--- config.mk ---
export PLATFORM = sky130hd
export DESIGN_NAME = icad_ctrl
export DESIGN_NICKNAME = d
export VERILOG_FILES = /design/src/rtl/icad_pkg.sv /design/src/rtl/icad_ctrl.sv
export SDC_FILE = /design/constraint.sdc
export NUM_CORES = 1
export LEC_CHECK = 0
export BUFFER_PORTS_ARGS = -buffer_cell sky130_fd_sc_hd__buf_4
export CORE_UTILIZATION = 35
export CTS_CLUSTER_DIAMETER = 80
export DETAILED_ROUTE_END_ITERATION = 7
export GPL_ROUTABILITY_DRIVEN = 1
export PLACE_DENSITY = 0.66
export SLEW_MARGIN = 20
export SYNTH_ARGS = -nofsm -noshare
export SYNTH_HDL_FRONTEND = slang
export SYNTH_SLANG_ARGS = --single-unit
--- constraint.sdc ---
create_clock -name clk -period 7.34 [get_ports clk]
set_input_delay 2.202 -clock clk [delete_from_list [all_inputs] [get_ports clk]]
set_output_delay 2.202 -clock clk [all_outputs]
set_load 0.005 [all_outputs]
--- src/rtl/icad_pkg.sv ---
// Shared types, widths and arithmetic helpers for the interval capacity admission block.
package icad_pkg;

  localparam int LOAD_W  = 16;
  localparam int TOTAL_W = 32;

  typedef logic [LOAD_W-1:0]  load_t;
  typedef logic [TOTAL_W-1:0] total_t;

  // One finished transaction as it leaves the sequencer
  typedef struct packed {
    load_t  granted;
    total_t running_total;
    logic   job_done;
  } result_t;

  // Add a grant to a segment load, pinned at the top of the load range
  function automatic load_t sat_load_add(input load_t load, input load_t grant);
    logic [LOAD_W:0] sum;
    sum = {1'b0, load} + {1'b0, grant};
    return sum[LOAD_W] ? {LOAD_W{1'b1}} : sum[LOAD_W-1:0];
  endfunction

  // Smaller of the request and the headroom left above the peak load
  function automatic load_t grant_calc(input load_t peak, input load_t cap,
                                       input load_t want);
    load_t room;
    room = (peak >= cap) ? '0 : load_t'(cap - peak);
    return (want < room) ? want : room;
  endfunction

  // Add a grant to the running total, pinned at the top of the total range
  function automatic total_t sat_total_add(input total_t total, input load_t grant);
    logic [TOTAL_W:0] sum;
    sum = {1'b0, total} + {{(TOTAL_W-LOAD_W+1){1'b0}}, grant};
    return sum[TOTAL_W] ? {TOTAL_W{1'b1}} : sum[TOTAL_W-1:0];
  endfunction

endpackage

--- src/rtl/icad_ctrl.sv ---
// Sequencer: clear sweep, peak scan, read-modify-write pass and result register.
module icad_ctrl #(
  parameter int NUM_SEGMENTS = 2048,
  parameter int SEG_W        = 11,
  parameter int CMP_W        = 12
) (
  input  logic                  clk,
  input  logic                  rst,
  input  logic                  start,
  output logic                  busy,
  input  logic                  command,
  input  logic [10:0]           start_segment,
  input  logic [11:0]           end_segment,
  input  icad_pkg::load_t       requested,
  input  logic                  last_request,
  input  icad_pkg::load_t       capacity,
  output logic                  mem_wr_en,
  output logic [SEG_W-1:0]      mem_wr_addr,
  output icad_pkg::load_t       mem_wr_data,
  output logic                  mem_rd_en,
  output logic [SEG_W-1:0]      mem_rd_addr,
  input  icad_pkg::load_t       mem_rd_data,
  output logic                  done,
  output icad_pkg::result_t     result
);
  import icad_pkg::*;

  localparam logic [2:0] ST_CLEAR = 3'd0;
  localparam logic [2:0] ST_IDLE  = 3'd1;
  localparam logic [2:0] ST_SCAN  = 3'd2;
  localparam logic [2:0] ST_GRANT = 3'd3;
  localparam logic [2:0] ST_WRITE = 3'd4;
  localparam logic [2:0] ST_DONE  = 3'd5;

  localparam logic [CMP_W-1:0] NUM_C  = CMP_W'(NUM_SEGMENTS);
  localparam logic [CMP_W-1:0] LAST_C = CMP_W'(NUM_SEGMENTS - 1);

  logic [2:0]       state;
  logic [CMP_W-1:0] ptr;
  logic [CMP_W-1:0] start_q;
  logic [CMP_W-1:0] end_q;
  logic             rd_valid;
  logic [SEG_W-1:0] rd_addr_q;
  load_t            peak;
  load_t            grant;
  load_t            req_q;
  logic             last_q;
  logic             clr_reply;
  total_t           total;
  total_t           total_next;
  logic [CMP_W-1:0] start_ext;
  logic [CMP_W-1:0] end_ext;
  logic [CMP_W-1:0] end_clamp;

  assign busy = (state != ST_IDLE);

  // Clamp the range end to the path length
  assign start_ext = CMP_W'(start_segment);
  assign end_ext   = CMP_W'(end_segment);
  assign end_clamp = (end_ext > NUM_C) ? NUM_C : end_ext;

  assign total_next = sat_total_add(total, grant);

  // Memory requests: reads run one entry ahead of write-back, so no entry is
  // read and written in the same cycle
  always_comb begin
    mem_rd_en   = ((state == ST_SCAN) || (state == ST_WRITE)) && (ptr < end_q);
    mem_rd_addr = ptr[SEG_W-1:0];
    if (state == ST_CLEAR) begin
      mem_wr_en   = 1'b1;
      mem_wr_addr = ptr[SEG_W-1:0];
      mem_wr_data = '0;
    end else begin
      mem_wr_en   = (state == ST_WRITE) && rd_valid;
      mem_wr_addr = rd_addr_q;
      mem_wr_data = sat_load_add(mem_rd_data, grant);
    end
  end

  // Track read data returning in the cycle after each request
  always_ff @(posedge clk) begin
    rd_addr_q <= ptr[SEG_W-1:0];
    if (rst) begin
      rd_valid <= 1'b0;
    end else begin
      rd_valid <= mem_rd_en;
    end
  end

  // Sequencer
  always_ff @(posedge clk) begin
    if (rst) begin
      state     <= ST_CLEAR;
      ptr       <= '0;
      clr_reply <= 1'b0;
      total     <= '0;
      done      <= 1'b0;
    end else begin
      done <= 1'b0;
      unique case (state)
        ST_CLEAR: begin
          ptr <= ptr + 1'b1;
          if (ptr == LAST_C) begin
            state <= ST_IDLE;
            ptr   <= '0;
            if (clr_reply) begin
              result    <= '{granted: '0, running_total: '0, job_done: 1'b0};
              done      <= 1'b1;
              clr_reply <= 1'b0;
            end
          end
        end
        ST_IDLE: begin
          if (start) begin
            if (command) begin
              state     <= ST_CLEAR;
              ptr       <= '0;
              clr_reply <= 1'b1;
              total     <= '0;
            end else begin
              state   <= ST_SCAN;
              ptr     <= start_ext;
              start_q <= start_ext;
              end_q   <= end_clamp;
              req_q   <= requested;
              last_q  <= last_request;
              peak    <= '0;
            end
          end
        end
        ST_SCAN: begin
          if (mem_rd_en) begin
            ptr <= ptr + 1'b1;
          end
          if (rd_valid && (mem_rd_data > peak)) begin
            peak <= mem_rd_data;
          end
          if (!mem_rd_en && !rd_valid) begin
            state <= ST_GRANT;
          end
        end
        ST_GRANT: begin
          grant <= grant_calc(peak, capacity, req_q);
          ptr   <= start_q;
          state <= ST_WRITE;
        end
        ST_WRITE: begin
          if (mem_rd_en) begin
            ptr <= ptr + 1'b1;
          end
          if (!mem_rd_en && !rd_valid) begin
            state <= ST_DONE;
          end
        end
        ST_DONE: begin
          total  <= total_next;
          result <= '{granted: grant, running_total: total_next, job_done: last_q};
          done   <= 1'b1;
          state  <= ST_IDLE;
        end
        default: begin
          state <= ST_CLEAR;
          ptr   <= '0;
        end
      endcase
    end
  end

endmodule
==> results of run 1 <==
-- path summary, 6_finish.rpt --
check / to / depth (start not counted)
max reg2reg: grant[5] / 19
max: mem_wr_data[1] / 14
min reg2reg: total[0] / 2
min: total[0] / 2
-- kinds of logic (layout without fill, tap and decap cells) --
kind of cell    count (synthesis)  count (layout)  share of synthesized area (%)
compound gates                332             332                           19.6
simple gates                  330             330                           15.6
flops                         182             182                           44.5
buf+inv                       134             287                           5.58
fa+ha+maj                      94              94                           11.0
xor+xnor                       41              41                           3.29
mux                             4               4                          0.379
-- final cells by class --
class | count | area, µm²
clock inverters | 14 | 196
inverters | 79 | 297
clock buffers | 18 | 439
multi-input cells | 801 | 5460
fillers | 2991 | 17500
repair buffers | 176 | 1320
flip-flops and latches | 182 | 4850
well taps | 396 | 495
-- metal layers --
layer	part of all wire (%)	vias to the layer above
li1	-	4322
met1	47	4190
met2	47	207
met3	4.1	39
met4	2.0	0
met5	0	-
-- layout by cell type, fill, tap and decap left out, types with 15 or more instances in the layout --
| cell type | Yosys | final |
|---|---|---|
| a21o_1 | 15 | 15 |
| inv_1 | 79 | 79 |
| buf_4 | 13 | 176 |
| nor2_1 | 57 | 57 |
| o21ai_0 | 61 | 61 |
| dfxtp_1 | 61 | 61 |
| xnor2_1 | 26 | 26 |
| o21ai_1 | 26 | 26 |
| a21oi_1 | 121 | 121 |
| xor2_1 | 15 | 15 |
| edfxtp_1 | 121 | 121 |
| clkbuf_16 | 0 | 17 |
| and2_1 | 24 | 24 |
| and3_1 | 26 | 26 |
| nand3_1 | 25 | 25 |
| nor3_1 | 24 | 20 |
| nand2_1 | 93 | 93 |
| nor2b_1 | 20 | 20 |
| ha_1 | 91 | 91 |
-- worst reg2reg max path, stage by stage (launching register included) --
cell	delay [ns]
edfxtp_1	0.43
ha_1	0.22
inv_1	0.07
fa_1	0.20
a21o_1	0.12
a21oi_1	0.12
o211a_1	0.29
o21bai_1	0.27
a21oi_1	0.14
nor2_2	0.80
nand2_1	0.12
ha_1	0.33
a2111oi_0	0.39
o21ai_0	0.14
o21ai_0	0.11
o21ai_0	0.10
a211o_1	0.48
buf_4	0.27
nand3_1	0.08
o21ai_0	0.09
-- where the power goes --
group / total [µW] / internal (µW) / switching [µW]
registers: 1090 / 1090 / 5.11
logic: 191 / 88.1 / 103
clock network: 1010 / 583 / 429
-- flip-flops by register name, summed over array words and instances, names as in the netlist --
register and cells:
total 32, req_q 16, grant 16, peak 16
rd_addr_q 11, rd_valid 1, start_q 11, ptr 12
result 49, state 3, last_q 1, end_q 12
clr_reply 1, done 1
-- per-stage QoR --
stage / setup slack (ns) / instance area (µm²) / util (%) / total power (µW)
after detailed placement: 0.408 / 12400 / 40.6 / 1310
after global routing: 0.275 / 13100 / 42.7 / 2370
after global placement: 0.497 / 12400 / 40.6 / 1300
after CTS: 0.393 / 13100 / 42.7 / 2310
final: 0.399 / 13100 / 42.7 / 2300
after floorplan: 0.915 / 10900 / - / 1230
==> results.yml, run 1 <==
outcome:
  status: "finished, final reports clean"
yosys:
  yosysWarnings: 0
  syn_inst: 1117
  synth_edf_count: 121
  yosysUniqueCellTypes: 75
  ys_top_cells_by_count: "121 x a21oi_1, 121 x edfxtp_1, 93 x nand2_1"
  synth_top_cell_area_share_pct: 33.3
  ys_ff_latch: 182
  yosysSeqAreaShare_pct: 44.5
  postSynth.asyncResetShare_pct: 0
  yosys-top-cells-area: "edfxtp_1 33%, dfxtp_1 11%, ha_1 10%, a21oi_1 5.6%, nand2_1 3.2%"
  synth_flop_cell: "edfxtp_1"
  synth_top_cell_by_area: "edfxtp_1"
  syn_area_per_cell_um2: 9.76
  syn_nets: 1287
  synth_area_um2: 10900
timing:
  rsz0062_at_grt: "no"
  fin_tns_setup_ns: 0
  worstMarginPinSlew_ns: 1.05
  fmax_ghz: 0.144
  finalCritPeriodShare_pct: 94.6
  hold_viol: 0
  fin_skew_ns: 0.0133
  whs_ns: 0.461
  drv_slew: 0
  maxSlewHeadroom_pct: 29.9
  period_minus_slack_ns: 6.94
  final-setup-viol-count: 0
clocking:
  root_buffer: "clkbuf_16"
  holdBufCountCts: 0
  clk_pin_slew_ns: 0.06
  cts_setup_buffers: 0
  cts_buffers: 17
  cts.sinks: 182
  clock_path_buffers: 2
  clk_latency_ns: 0.44
  cts_tree: "done"
  cts-resized-gates: 0
  htree_levels: 4
global_route:
  grt-busiest-layer: "met2"
  use_met1_pct: 25.1
  use_met3_pct: 3.26
  grt_pass1_wl_mm: 44.8
  gr-total-overflow: 0
  grt_use_met2_pct: 29.6
  grt_use_total_pct: 18.4
  grt_pass1_vias: 8320
  grt_max_degree: 50
  antenna_found_initial: 0
floorplan:
  dieWidth_um: 178
  dieArea_um2: 31800
  num_io_pins: 167
  initial_core_util_pct: 35.6
  coreArea_um2: 30600
  rows: 64
  die_y_um: 178
routing:
  drt_iter0_markers: 697
  drtPass1Iterations: 5
  ant_nets: 0
  num_vias: 8758
  drc: 0
  drt_wl_total_mm: 28.7
  wl_per_cell_um: 17.2
  vias_per_cell: 5.26
cells_and_area:
  drive_above_1_share_pct: 19.7
  insertedDiodeCount: 0
  final_cells: 1666
  nNetsFinal: 1427
  syn2layout_area_growth_pct: 19.8
power_and_ir_drop:
  ir_drop_uv: 133
  power_leakage_uw: 0.00543
  powerDensity_nw_per_um2: 176
setup_path:
  worstPathCellList: "buf_4, ha_1, inv_1, fa_1, nor2b_1, o31a_1, o31ai_2, a211oi_1, nor3_2, nor2_1, a211oi_4, buf_4, a21oi_1, buf_4"
  crit_path_top_delay_cell: "o31ai_2"
  crit_required_ns: 5.14
  crit_start: "mem_rd_data[0]"
  cp_max_fo: 5
  crit_family: "compound AO/OA/AOI/OAI gates"
  r2r-start: "peak[0]"
  path_buf_inv: 4
  arrival_ns: 4.74
  critPathMaxStageDelay_ns: 0.32
  crit_top_cell: "buf_4"
  start_kind: "input pin"
  r2r_setup_slack_ns: 2.31
  path_class: "input pin to output port"
  cp-end-kind: "output port"
place:
  numPortBuffers: 166
  gp_congestion: 0.826
  place_inst: 1634
  dp_hpwl_mm: 21.7
min_path:
  hold_path_class: "register to register"
  worstHoldStart: "total[0]"
job:
  maxCapViolCount: 0
Note: power is estimated with default switching activity, not from simulation.
==> inputs of run 2 (changes only) <==
--- a/config.mk
+++ b/config.mk
@@ -6,11 +6,14 @@
 export NUM_CORES = 1
 export LEC_CHECK = 0
 export BUFFER_PORTS_ARGS = -buffer_cell sky130_fd_sc_hd__buf_4
+export CELL_PAD_IN_SITES_DETAIL_PLACEMENT = 0
+export CELL_PAD_IN_SITES_GLOBAL_PLACEMENT = 1
 export CORE_UTILIZATION = 35
 export CTS_CLUSTER_DIAMETER = 80
 export DETAILED_ROUTE_END_ITERATION = 7
 export GPL_ROUTABILITY_DRIVEN = 1
-export PLACE_DENSITY = 0.66
+export HOLD_SLACK_MARGIN = 0.03
+export PLACE_DENSITY = 0.78
 export SLEW_MARGIN = 20
 export SYNTH_ARGS = -nofsm -noshare
 export SYNTH_HDL_FRONTEND = slang
==> constraint.sdc (replaced) <==
create_clock -name clk -period 7.95 [get_ports clk]
set_input_delay 2.385 -clock clk [delete_from_list [all_inputs] [get_ports clk]]
set_output_delay 2.385 -clock clk [all_outputs]
set_load 0.005 [all_outputs]
==> results.yml, run 2 (same netlist as run 1, synthesis figures left out) <==
cells_and_area:
  insertedDiodeCount: 0
  top_regs: "result x49, total x32"
  nNetsFinal: 1425
  regMostFlops: "result"
  final_util_pct: 42.4
  final_cells: 1664
  final_common_cell: "buf_4"
  drive_above_1_share_pct: 19.5
  syn2layout_area_growth_pct: 19.0
  layout_common_cells: "174 x buf_4, 121 x a21oi_1, 121 x edfxtp_1, 93 x nand2_1, 91 x ha_1"
  largest_reg_flops: 49
global_route:
  grt_pass1_wl_mm: 45.3
  antenna_found_initial: 0
  gr-total-overflow: 0
  grt_use_total_pct: 18.5
  grt_pass1_vias: 8309
  grt_max_degree: 50
routing:
  drc: 0
  drtPass1Iterations: 5
  wl_per_cell_um: 17.4
  ant_nets: 0
  drt_wl_total_mm: 29.0
  drt_iter0_markers: 609
  vias_per_cell: 5.20
  num_vias: 8653
setup_path:
  r2r_setup_slack_ns: 2.67
  arrival_ns: 5.18
  reg2reg_depth: 17
  start_kind: "input pin"
  r2r-start: "peak[0]"
  r2r-end: "grant[0]"
  cp_max_fo: 10
  cp-end-kind: "output port"
  path_class: "input pin to output port"
  crit_required_ns: 5.57
power_and_ir_drop:
  ir_drop_uv: 115
  powerDensity_nw_per_um2: 155
  power_leakage_uw: 0.00538
  total_power_uw: 2000
clocking:
  cts.sinks: 182
  htree_levels: 4
  cts_setup_buffers: 0
  holdBufCountCts: 0
  clock_path_buffers: 2
  cts-resized-gates: 0
  cts_buffers: 17
  clk_latency_ns: 0.44
  clk_pin_slew_ns: 0.07
  cts_tree: "done"
  root_buffer: "clkbuf_16"
timing:
  fin_tns_setup_ns: 0
  worstMarginPinSlew_ns: 1.03
  finalCritPeriodShare_pct: 95.1
  fin_skew_ns: 0.00825
  whs_ns: 0.460
  maxSlewHeadroom_pct: 30.9
  period_minus_slack_ns: 7.56
  drv_slew: 0
  rsz0062_at_grt: "no"
  final-setup-viol-count: 0
  fmax_ghz: 0.132
  hold_viol: 0
floorplan:
  coreArea_um2: 30600
  dieArea_um2: 31800
  num_io_pins: 167
  initial_core_util_pct: 35.6
  dieWidth_um: 178
  die_y_um: 178
  rows: 64
place:
  gp_congestion: 0.870
  place_inst: 1632
  dp_hpwl_mm: 21.5
  numPortBuffers: 166
min_path:
  hold_path_end: "total[0]"
  whs_path_depth: 2
  worstHoldStart: "total[0]"
  hold_path_class: "register to register"
outcome:
  status: "finished, final reports clean"
job:
  maxCapViolCount: 0
## run 2: cell types whose count changed in the layout (fill, tap and decap cells not counted), sizes merged
cell / before / now
clkbuf: 18 / 22
bufinv: 4 / 0
buf: 176 / 174
clkinvlp: 2 / 3
inv: 83 / 82
## run 2: cell type report
type | instances | area [µm²]
Tap cell | 396 | 495
Multi-Input combinational cell | 801 | 5460
Fill cell | 2981 | 17600
Clock inverter | 10 | 68.8
Sequential cell | 182 | 4850
Timing Repair Buffer | 174 | 1310
Clock buffer | 22 | 485
Inverter | 79 | 297
## run 2: worst max-delay path by stage
stage,slack [ns],end,startpoint,cells after the start
2_1_floorplan,1.16,mem_wr_data[10],mem_rd_data[0],12
3_3_place_gp,0.47,mem_wr_data[5],mem_rd_data[0],14
3_5_place_dp,0.43,mem_wr_data[6],mem_rd_data[0],14
4_1_cts,0.42,mem_wr_data[6],mem_rd_data[0],14
5_1_grt,0.26,mem_wr_data[6],mem_rd_data[0],14
6_report,0.39,mem_wr_data[6],mem_rd_data[0],14
## run 2: routing by layer
metal / up-vias / GRT usage [%] / routed length (µm)
li1: 4336 / - / -
met1: 4049 / 25.6 / 13600
met2: 230 / 29.6 / 13500
met3: 38 / 2.34 / 1260
met4: 0 / 6.64 / 585
met5: - / 0 / 0
## run 2: where the power goes
group,internal (µW),total [µW],switching (µW)
combinational,80.4,175,94.3
sequential,1010,1010,4.94
clock,437,819,382
## run 2: per-stage QoR
step / instance area, µm² / setup WS [ns]
floorplan: 10900 / 1.16
global placement: 12400 / 0.469
detailed placement: 12400 / 0.431
CTS: 13000 / 0.422
global route: 13000 / 0.264
finish: 13000 / 0.389
## run 2: worst max-delay path, cell delays in order
cell and delay [ns]:
buf_4 0.12, ha_1 0.22, inv_1 0.09, fa_1 0.20, nor2b_1 0.06, o31a_1 0.29, o31ai_2 0.29, a211oi_1 0.14
nor3_2 0.25, nor2_1 0.12, a211oi_4 0.52, buf_4 0.26, a21oi_1 0.08, buf_4 0.14
